### src/sv/temh_pkg.sv
// Shared types and constants for the timed event min-heap.
package temh_pkg;

   localparam int CAPACITY     = 1024;
   localparam int PAYLOAD_BITS = 32;
   localparam int ADDR_BITS    = $clog2(CAPACITY);
   localparam int POS_BITS     = 11;
   localparam int TIME_BITS    = 64;
   localparam int PAY_PORT_BITS = 32;

   typedef enum logic [2:0] {
      CMD_INSERT  = 3'd0,
      CMD_PEEK    = 3'd1,
      CMD_EXTRACT = 3'd2,
      CMD_DELETE  = 3'd3,
      CMD_READ    = 3'd4,
      CMD_CLEAR   = 3'd5
   } cmd_type;

   typedef enum logic [1:0] {
      ST_OK    = 2'd0,
      ST_FULL  = 2'd1,
      ST_EMPTY = 2'd2,
      ST_BADPOS = 2'd3
   } status_type;

   typedef struct packed {
      logic [TIME_BITS-1:0]    etime;
      logic [PAYLOAD_BITS-1:0] epay;
   } entry_type;

   // Memory access bundle from the sequencer to the heap store.
   typedef struct packed {
      logic                 rd_en;
      logic [ADDR_BITS-1:0] rd_addr;
      logic                 wr_en;
      logic [ADDR_BITS-1:0] wr_addr;
      entry_type            wr_data;
   } mem_req_type;

   typedef enum logic [3:0] {
      S_IDLE,
      S_RD_A,      // read slot A issued
      S_WAIT_A,
      S_WAIT_B,    // last slot read for a removal
      S_UP_RD,     // sift up: read parent
      S_UP_CMP,
      S_DN_RDL,    // sift down: read left child
      S_DN_RDR,
      S_DN_CMP,
      S_DN_CMP2,
      S_DONE
   } state_type;

   // Slot number (one-based) to memory address.
   function automatic logic [ADDR_BITS-1:0] slot_addr(input logic [POS_BITS-1:0] slot);
      logic [POS_BITS-1:0] s;
      s = slot - POS_BITS'(1);
      return s[ADDR_BITS-1:0];
   endfunction

   // True when the key of a is strictly below the key of b.
   function automatic logic key_less(input logic [TIME_BITS-1:0] a,
                                     input logic [TIME_BITS-1:0] b,
                                     input logic [TIME_BITS-1:0] base);
      logic signed [TIME_BITS-1:0] ka;
      logic signed [TIME_BITS-1:0] kb;
      ka = a - base;
      kb = b - base;
      return ka < kb;
   endfunction

endpackage

### src/sv/temh_ctrl.sv
// Command sequencer: decodes commands and walks sift-up and sift-down.
module temh_ctrl (
   input  logic                                 clock,
   input  logic                                 reset,
   input  logic                                 req_valid,
   output logic                                 req_stall,
   input  logic [2:0]                           req_cmd,
   input  logic [temh_pkg::TIME_BITS-1:0]       req_event_time,
   input  logic [temh_pkg::PAY_PORT_BITS-1:0]   req_event_payload,
   input  logic [temh_pkg::POS_BITS-1:0]        req_position,
   output logic                                 rsp_valid,
   input  logic                                 rsp_stall,
   output logic [1:0]                           rsp_status,
   output logic [temh_pkg::TIME_BITS-1:0]       rsp_found_time,
   output logic [temh_pkg::PAY_PORT_BITS-1:0]   rsp_found_payload,
   output logic [temh_pkg::POS_BITS-1:0]        rsp_entry_count,
   input  logic                                 csr_write,
   input  logic [temh_pkg::TIME_BITS-1:0]       csr_wdata,
   output temh_pkg::mem_req_type                mem_req,
   input  temh_pkg::entry_type                  rd_data
);

   localparam int PB = temh_pkg::POS_BITS;

   temh_pkg::state_type state_ff, state_in;
   logic [PB-1:0] count_ff, count_in;
   logic [temh_pkg::TIME_BITS-1:0] base_ff;
   // cur: the entry being moved and its slot; other: neighbor read from memory
   temh_pkg::entry_type cur_ff, cur_in;
   temh_pkg::entry_type left_ff, left_in;
   logic [PB-1:0] k_ff, k_in;
   logic          del_ff, del_in;   // delete: try sift up, then sift down

   logic                        rv_ff, rv_in;
   logic [1:0]                  st_ff, st_in;
   logic [temh_pkg::TIME_BITS-1:0] ft_ff, ft_in;
   logic [temh_pkg::PAY_PORT_BITS-1:0] fp_ff, fp_in;
   logic [2:0]                  op_ff, op_in;

   // Result register, so a waiting result holds up only the end of the next command.
   logic [1:0]                  out_st_ff, out_st_in;
   logic [temh_pkg::TIME_BITS-1:0] out_ft_ff, out_ft_in;
   logic [temh_pkg::PAY_PORT_BITS-1:0] out_fp_ff, out_fp_in;
   logic [PB-1:0]               out_cnt_ff, out_cnt_in;

   logic accept;
   logic rsp_free;
   logic up_less, dn_lless, dn_rless;
   logic [PB-1:0] l_slot, r_slot, p_slot;

   assign req_stall = (state_ff != temh_pkg::S_IDLE);
   assign accept    = req_valid && !req_stall;
   assign rsp_free  = !rv_ff || !rsp_stall;
   assign l_slot    = {k_ff[PB-2:0], 1'b0};
   assign r_slot    = {k_ff[PB-2:0], 1'b1};
   assign p_slot    = {1'b0, k_ff[PB-1:1]};

   assign up_less  = temh_pkg::key_less(cur_ff.etime, rd_data.etime, base_ff);
   assign dn_lless = temh_pkg::key_less(left_ff.etime, cur_ff.etime, base_ff);
   assign dn_rless = (r_slot <= count_ff) &&
                     (dn_lless ? temh_pkg::key_less(rd_data.etime, left_ff.etime, base_ff)
                               : temh_pkg::key_less(rd_data.etime, cur_ff.etime, base_ff));

   assign rsp_valid         = rv_ff;
   assign rsp_status        = out_st_ff;
   assign rsp_found_time    = out_ft_ff;
   assign rsp_found_payload = out_fp_ff;
   assign rsp_entry_count   = out_cnt_ff;

   always_ff @(posedge clock) begin
      if (reset) begin
         state_ff <= temh_pkg::S_IDLE;
         count_ff <= '0;
         base_ff  <= '0;
         rv_ff    <= 1'b0;
      end else begin
         state_ff <= state_in;
         count_ff <= count_in;
         rv_ff    <= rv_in;
         if (csr_write) begin
            base_ff <= csr_wdata;
         end
      end
   end

   always_ff @(posedge clock) begin
      cur_ff     <= cur_in;
      left_ff    <= left_in;
      k_ff       <= k_in;
      del_ff     <= del_in;
      st_ff      <= st_in;
      ft_ff      <= ft_in;
      fp_ff      <= fp_in;
      op_ff      <= op_in;
      out_st_ff  <= out_st_in;
      out_ft_ff  <= out_ft_in;
      out_fp_ff  <= out_fp_in;
      out_cnt_ff <= out_cnt_in;
   end

   // Next state.
   always_comb begin
      state_in = state_ff;
      unique case (state_ff)
         temh_pkg::S_IDLE: begin
            if (accept) begin
               state_in = temh_pkg::S_DONE;
               unique case (req_cmd)
                  temh_pkg::CMD_INSERT: begin
                     if (count_ff != PB'(temh_pkg::CAPACITY)) begin
                        state_in = temh_pkg::S_UP_RD;
                     end
                  end
                  temh_pkg::CMD_PEEK, temh_pkg::CMD_EXTRACT: begin
                     if (count_ff != '0) state_in = temh_pkg::S_RD_A;
                  end
                  temh_pkg::CMD_DELETE, temh_pkg::CMD_READ: begin
                     if (count_ff != '0 && req_position != '0 &&
                         req_position <= count_ff) begin
                        state_in = temh_pkg::S_RD_A;
                     end
                  end
                  default: state_in = temh_pkg::S_DONE;
               endcase
            end
         end
         temh_pkg::S_RD_A:   state_in = temh_pkg::S_WAIT_A;
         temh_pkg::S_WAIT_A: begin
            if (op_ff == temh_pkg::CMD_EXTRACT || op_ff == temh_pkg::CMD_DELETE) begin
               state_in = temh_pkg::S_WAIT_B;
            end else begin
               state_in = temh_pkg::S_DONE;
            end
         end
         temh_pkg::S_WAIT_B: begin
            // Removing the last slot itself leaves nothing to move.
            if (k_ff < count_ff) begin
               state_in = (op_ff == temh_pkg::CMD_DELETE) ? temh_pkg::S_UP_RD
                                                          : temh_pkg::S_DN_RDL;
            end else begin
               state_in = temh_pkg::S_DONE;
            end
         end
         temh_pkg::S_UP_RD: begin
            state_in = (k_ff <= PB'(1)) ? (del_ff ? temh_pkg::S_DN_RDL : temh_pkg::S_DONE)
                                         : temh_pkg::S_UP_CMP;
         end
         temh_pkg::S_UP_CMP: begin
            if (up_less) begin
               state_in = temh_pkg::S_UP_RD;
            end else begin
               state_in = del_ff ? temh_pkg::S_DN_RDL : temh_pkg::S_DONE;
            end
         end
         temh_pkg::S_DN_RDL: begin
            state_in = (l_slot > count_ff || k_ff[PB-1]) ? temh_pkg::S_DONE
                                                          : temh_pkg::S_DN_RDR;
         end
         temh_pkg::S_DN_RDR: state_in = temh_pkg::S_DN_CMP;
         temh_pkg::S_DN_CMP: state_in = temh_pkg::S_DN_CMP2;
         temh_pkg::S_DN_CMP2: begin
            state_in = (dn_lless || dn_rless) ? temh_pkg::S_DN_RDL : temh_pkg::S_DONE;
         end
         temh_pkg::S_DONE: begin
            if (rsp_free) state_in = temh_pkg::S_IDLE;
         end
         default: state_in = temh_pkg::S_IDLE;
      endcase
   end

   // Datapath and memory control.
   always_comb begin
      count_in   = count_ff;
      cur_in     = cur_ff;
      left_in    = left_ff;
      k_in       = k_ff;
      del_in     = del_ff;
      rv_in      = rv_ff && rsp_stall;
      st_in      = st_ff;
      ft_in      = ft_ff;
      fp_in      = fp_ff;
      op_in      = op_ff;
      out_st_in  = out_st_ff;
      out_ft_in  = out_ft_ff;
      out_fp_in  = out_fp_ff;
      out_cnt_in = out_cnt_ff;
      mem_req    = '0;
      unique case (state_ff)
         temh_pkg::S_IDLE: begin
            if (accept) begin
               op_in  = req_cmd;
               st_in  = temh_pkg::ST_OK;
               ft_in  = '0;
               fp_in  = '0;
               del_in = 1'b0;
               cur_in.etime = req_event_time;
               cur_in.epay  = req_event_payload[temh_pkg::PAYLOAD_BITS-1:0];
               unique case (req_cmd)
                  temh_pkg::CMD_INSERT: begin
                     if (count_ff == PB'(temh_pkg::CAPACITY)) begin
                        st_in = temh_pkg::ST_FULL;
                     end else begin
                        count_in = count_ff + PB'(1);
                        k_in     = count_ff + PB'(1);
                     end
                  end
                  temh_pkg::CMD_PEEK, temh_pkg::CMD_EXTRACT: begin
                     if (count_ff == '0) st_in = temh_pkg::ST_EMPTY;
                     k_in = PB'(1);
                  end
                  temh_pkg::CMD_DELETE, temh_pkg::CMD_READ: begin
                     if (count_ff == '0) st_in = temh_pkg::ST_EMPTY;
                     else if (req_position == '0 || req_position > count_ff)
                        st_in = temh_pkg::ST_BADPOS;
                     k_in = req_position;
                  end
                  temh_pkg::CMD_CLEAR: count_in = '0;
                  default: ;
               endcase
            end
         end
         temh_pkg::S_RD_A: begin
            mem_req.rd_en   = 1'b1;
            mem_req.rd_addr = temh_pkg::slot_addr(k_ff);
         end
         temh_pkg::S_WAIT_A: begin
            if (op_ff == temh_pkg::CMD_EXTRACT || op_ff == temh_pkg::CMD_DELETE) begin
               // Capture the removed entry and fetch the last one to fill the hole.
               if (op_ff == temh_pkg::CMD_EXTRACT) begin
                  ft_in = rd_data.etime;
                  fp_in = temh_pkg::PAY_PORT_BITS'(rd_data.epay);
               end
               mem_req.rd_en   = 1'b1;
               mem_req.rd_addr = temh_pkg::slot_addr(count_ff);
            end else begin
               ft_in = rd_data.etime;
               fp_in = temh_pkg::PAY_PORT_BITS'(rd_data.epay);
            end
         end
         temh_pkg::S_WAIT_B: begin
            cur_in   = rd_data;
            count_in = count_ff - PB'(1);
            del_in   = (op_ff == temh_pkg::CMD_DELETE);
         end
         temh_pkg::S_UP_RD: begin
            if (k_ff > PB'(1)) begin
               mem_req.rd_en   = 1'b1;
               mem_req.rd_addr = temh_pkg::slot_addr(p_slot);
            end
         end
         temh_pkg::S_UP_CMP: begin
            if (up_less) begin
               // Parent moves down into the hole; cur goes one level up.
               mem_req.wr_en   = 1'b1;
               mem_req.wr_addr = temh_pkg::slot_addr(k_ff);
               mem_req.wr_data = rd_data;
               k_in            = p_slot;
               del_in          = 1'b0;
            end
         end
         temh_pkg::S_DN_RDL: begin
            if (!(l_slot > count_ff || k_ff[PB-1])) begin
               mem_req.rd_en   = 1'b1;
               mem_req.rd_addr = temh_pkg::slot_addr(l_slot);
            end
         end
         temh_pkg::S_DN_RDR: begin
            left_in = rd_data;
            if (r_slot <= count_ff) begin
               mem_req.rd_en   = 1'b1;
               mem_req.rd_addr = temh_pkg::slot_addr(r_slot);
            end
         end
         temh_pkg::S_DN_CMP2: begin
            if (dn_rless) begin
               mem_req.wr_en   = 1'b1;
               mem_req.wr_addr = temh_pkg::slot_addr(k_ff);
               mem_req.wr_data = rd_data;
               k_in            = r_slot;
            end else if (dn_lless) begin
               mem_req.wr_en   = 1'b1;
               mem_req.wr_addr = temh_pkg::slot_addr(k_ff);
               mem_req.wr_data = left_ff;
               k_in            = l_slot;
            end
         end
         temh_pkg::S_DONE: begin
            if (rsp_free) begin
               // The moving entry settles in its final slot.
               if ((op_ff == temh_pkg::CMD_INSERT || op_ff == temh_pkg::CMD_EXTRACT ||
                    op_ff == temh_pkg::CMD_DELETE) && st_ff == temh_pkg::ST_OK &&
                   k_ff <= count_ff && k_ff != '0) begin
                  mem_req.wr_en   = 1'b1;
                  mem_req.wr_addr = temh_pkg::slot_addr(k_ff);
                  mem_req.wr_data = cur_ff;
               end
               rv_in      = 1'b1;
               out_st_in  = st_ff;
               out_ft_in  = ft_ff;
               out_fp_in  = fp_ff;
               out_cnt_in = count_ff;
            end
         end
         default: ;
      endcase
   end

endmodule

### config.mk
export PLATFORM = sky130hd
export DESIGN_NAME = temh_ctrl
export DESIGN_NICKNAME = d
export VERILOG_FILES = /design/src/sv/temh_pkg.sv /design/src/sv/temh_ctrl.sv
export SDC_FILE = /design/constraint.sdc
export NUM_CORES = 2
export LEC_CHECK = 0
export BUFFER_PORTS_ARGS = -buffer_cell sky130_fd_sc_hd__buf_4
export CAP_MARGIN = 20
export CORE_MARGIN = 3
export CORE_UTILIZATION = 54
export CTS_CLUSTER_SIZE = 14
export DETAILED_ROUTE_END_ITERATION = 6
export PLACE_DENSITY = 0.79
export SYNTH_ARGS = -nofsm -noshare
export SYNTH_HDL_FRONTEND = slang
export SYNTH_SLANG_ARGS = --single-unit
### constraint.sdc
create_clock -name clock -period 11.1 [get_ports clock]
set_input_delay 2.22 -clock clock [delete_from_list [all_inputs] [get_ports clock]]
set_output_delay 2.22 -clock clock [all_outputs]
set_load 0.02 [all_outputs]
==> metrics <==
DR pass1 iterations=6; num rows=94; slew margin rel.=0.227; Final HPWL DP=94500 microns; CTS tree=done; Synth area leader=edfxtp_1; worst slack at placement=-0.547 ns; ys async rst share=0; number of max-cap violations=0; total track usage=0.341; P_int=5.39 mW; nets=5077; clock buffers created by TritonCTS=53; H-tree levels=2; Netlist cell types=105; final worst path period need=11.07 ns; Main synth FF type=edfxtp_1; worst setup margin=0.0266 ns; pins over their slew limit=0; Sequential Power Share=0.319; vias per inst=6.25; pin count of the biggest net entering global routing=100; sw frac=0.404; initial antenna violation count=3; post-cts hold buffer count=0; Syn Std Cell Area=36400 sq um; worst hold path class=flip-flop to flip-flop; top post-synthesis cells by area=edfxtp_1, ha_1, nand2_1, dfxtp_1, xnor2_1; Placer Congestion=1.01; CP peak stage delay=0.49 ns; combinational share of power=0.475; Post-Place Cells=5188; Finished Layout Cells=5307; fill count=5253; Core ar.=66300 sq um; PD cells=202 nW/um^2; net switching power=3.65 mW; Die Span X=266 microns; kind of critical path=input port to output port; clock tree buffer depth=3; overall power=9.04 mW; worst-path fanout max=21; CP top delay family=compound AO/OA/AOI/OAI gates; Root Driver=clkbuf_16; DRT antenna net count=0; synthesized area per cell=9.54 sq um; Leakage=19.6 nW; most common cell after layout, fill and taps aside=buf_4; clk sink count=494; layout cells sized above 1=0.201; Setup crit end kind=output port; vias in the first global route=32100; status=completed; I/O pin total=504; Final setup violation count=0; initial core utilization=0.549; CP Data Arrival Time=8.85 ns; fmax=0.0903 GHz; Avg WL per Cell=23.6 microns; IO Port Bufs=503; clock share of power=0.206; unrepaired setup endpoints after global routing=true; Post-synth EDFFs=414; Final Hold Fails=0; startpoint types=input port; first-pass GRT wire length=188000 microns; CP max-delay cell=or4b_4; Worst VDD drop=0.000152 V; Yosys reg bits=494; DR DRC count=0; worst clock skew=0.0444 ns; vias=33200; CP most frequent cell=buf_4; DRT iter0 DRCs=3390; WP buf/inv=7; most frequent cells in the layout=buf_4, nand2_1, edfxtp_1; Syn Inst Count=3819; die height=266 microns; yosys synthesis warning count=0; Slew @ Worst Pin=1.16 ns; CP Data Required Time=8.88 ns; final wirelength=126000 microns; grt ovf=0; Seq/Total Area, Yosys=0.385; Layout area overhead=22.7%; Clk Latency, worst-skew pair=0.64 ns; top cell type's share of synthesized area=0.341; Tcrit/Tclk final=0.998; clock transition at the registers of the reported paths=0.07 ns; Die Area=70600 sq um; syn_nets=4501
stage by stage:
step	utilization	hold WS, ns	area, sq um	setup TNS [ns]
4_1_cts	0.666	0.395	44100	0
5_1_grt	0.673	0.404	44700	-15.75
6_report	0.674	0.392	44700	0
3_5_place_dp	0.633	0.405	42000	-50.27
3_3_place_gp	0.633	0.401	42000	-34.91
2_1_floorplan	-	0.400	36400	0
kinds of logic after synthesis:
kind of cell               Yosys count  synth area share
DFF                                494             0.385
and+or+nand+nor                   1275             0.171
AOI/OAI and AO/OA                  986             0.191
buffers and inverters              368            0.0399
xor gates and xnor gates           211            0.0513
adders and majority gates          412             0.142
muxes                               73            0.0203
power groups by stage:
stage / Clock (mW) / Combinational (mW) / Sequential, mW
after global routing: 1.95 / 4.71 / 2.91
after global placement: 0 / 4.02 / 2.88
final: 1.87 / 4.30 / 2.88
after floorplan: 0 / 2.76 / 2.88
after detailed placement: 0 / 4.08 / 2.91
after CTS: 1.88 / 4.18 / 2.87
final cells by class:
| type | count | area, sq um | share of cell area |
|---|---|---|---|
| Antenna cell | 3 | 7.51 | 0.000168 |
| Clock buffer | 66 | 1430 | 0.0319 |
| Clock inverter | 34 | 413 | 0.00924 |
| Inverter | 210 | 788 | 0.0176 |
| Multi-Input combinational cell | 2957 | 21500 | 0.481 |
| Sequential cell | 494 | 14000 | 0.314 |
| Tap cell | 864 | 1080 | 0.0242 |
| Timing Repair Buffer | 679 | 5460 | 0.122 |
state kept, by name, summed over array words and instances (netlist names), 3 cells and up:
name,flops
fp_ff,32
rsp_found_time,64
rsp_found_payload,32
rsp_entry_count,11
count_ff,11
ft_ff,64
base_ff,64
op_ff,3
left_ff,96
state_ff,4
k_ff,11
cur_ff,96
cells in the mapped netlist, types with 12 or more instances:
| master | n |
|---|---|
| buf_2 | 19 |
| a211oi_1 | 29 |
| mux2i_1 | 70 |
| a221o_1 | 102 |
| a31oi_1 | 15 |
| nand3_1 | 62 |
| o21a_1 | 53 |
| o22ai_1 | 16 |
| nand2_1 | 465 |
| o211ai_1 | 23 |
| nor2_1 | 220 |
| or2_2 | 14 |
| nand4_1 | 61 |
| nor3_1 | 57 |
| xor2_1 | 67 |
| nor4_1 | 15 |
| nand2b_1 | 51 |
| o21ai_0 | 167 |
| dfxtp_1 | 80 |
| xnor2_1 | 141 |
| o21bai_1 | 38 |
| a21o_1 | 145 |
| edfxtp_1 | 414 |
| a211o_1 | 12 |
| ha_1 | 404 |
| and3_1 | 122 |
| nor2b_1 | 48 |
| clkbuf_1 | 123 |
| and2_1 | 114 |
| a21oi_1 | 227 |
| a221oi_1 | 16 |
| inv_1 | 210 |
worst paths after layout:
path                                start                      endpoint  slack [ns]  depth (start not counted)
hold reg to reg   ft_ff[39]$_SDFFCE_PN0P_  rsp_found_time[39]$_DFFE_PP_        0.39                          0
hold / removal    ft_ff[39]$_SDFFCE_PN0P_  rsp_found_time[39]$_DFFE_PP_        0.39                          0
setup / recovery              rd_data[45]                   mem_req[46]        0.03                         33
setup reg to reg    left_ff[32]$_DFFE_PN_             k_ff[0]$_DFFE_PP_        3.64                         29
layer usage:
layer / global-route usage / share of wire / up-vias
met5: 0 / 0 / -
met4: 0.114 / 0.038 / 0
met3: 0.0599 / 0.095 / 293
met2: 0.558 / 0.45 / 1757
met1: 0.461 / 0.41 / 15800
li1: - / - / 15300
repair_timing:
action | in CTS | in global routing
gates cloned | 3 | 1
resized for setup | 42 | 91
setup endpoints to repair | 107 | 107
buffers inserted | 6 | 6
pin swaps | 18 | 52
(Power assumes the default switching activity.)
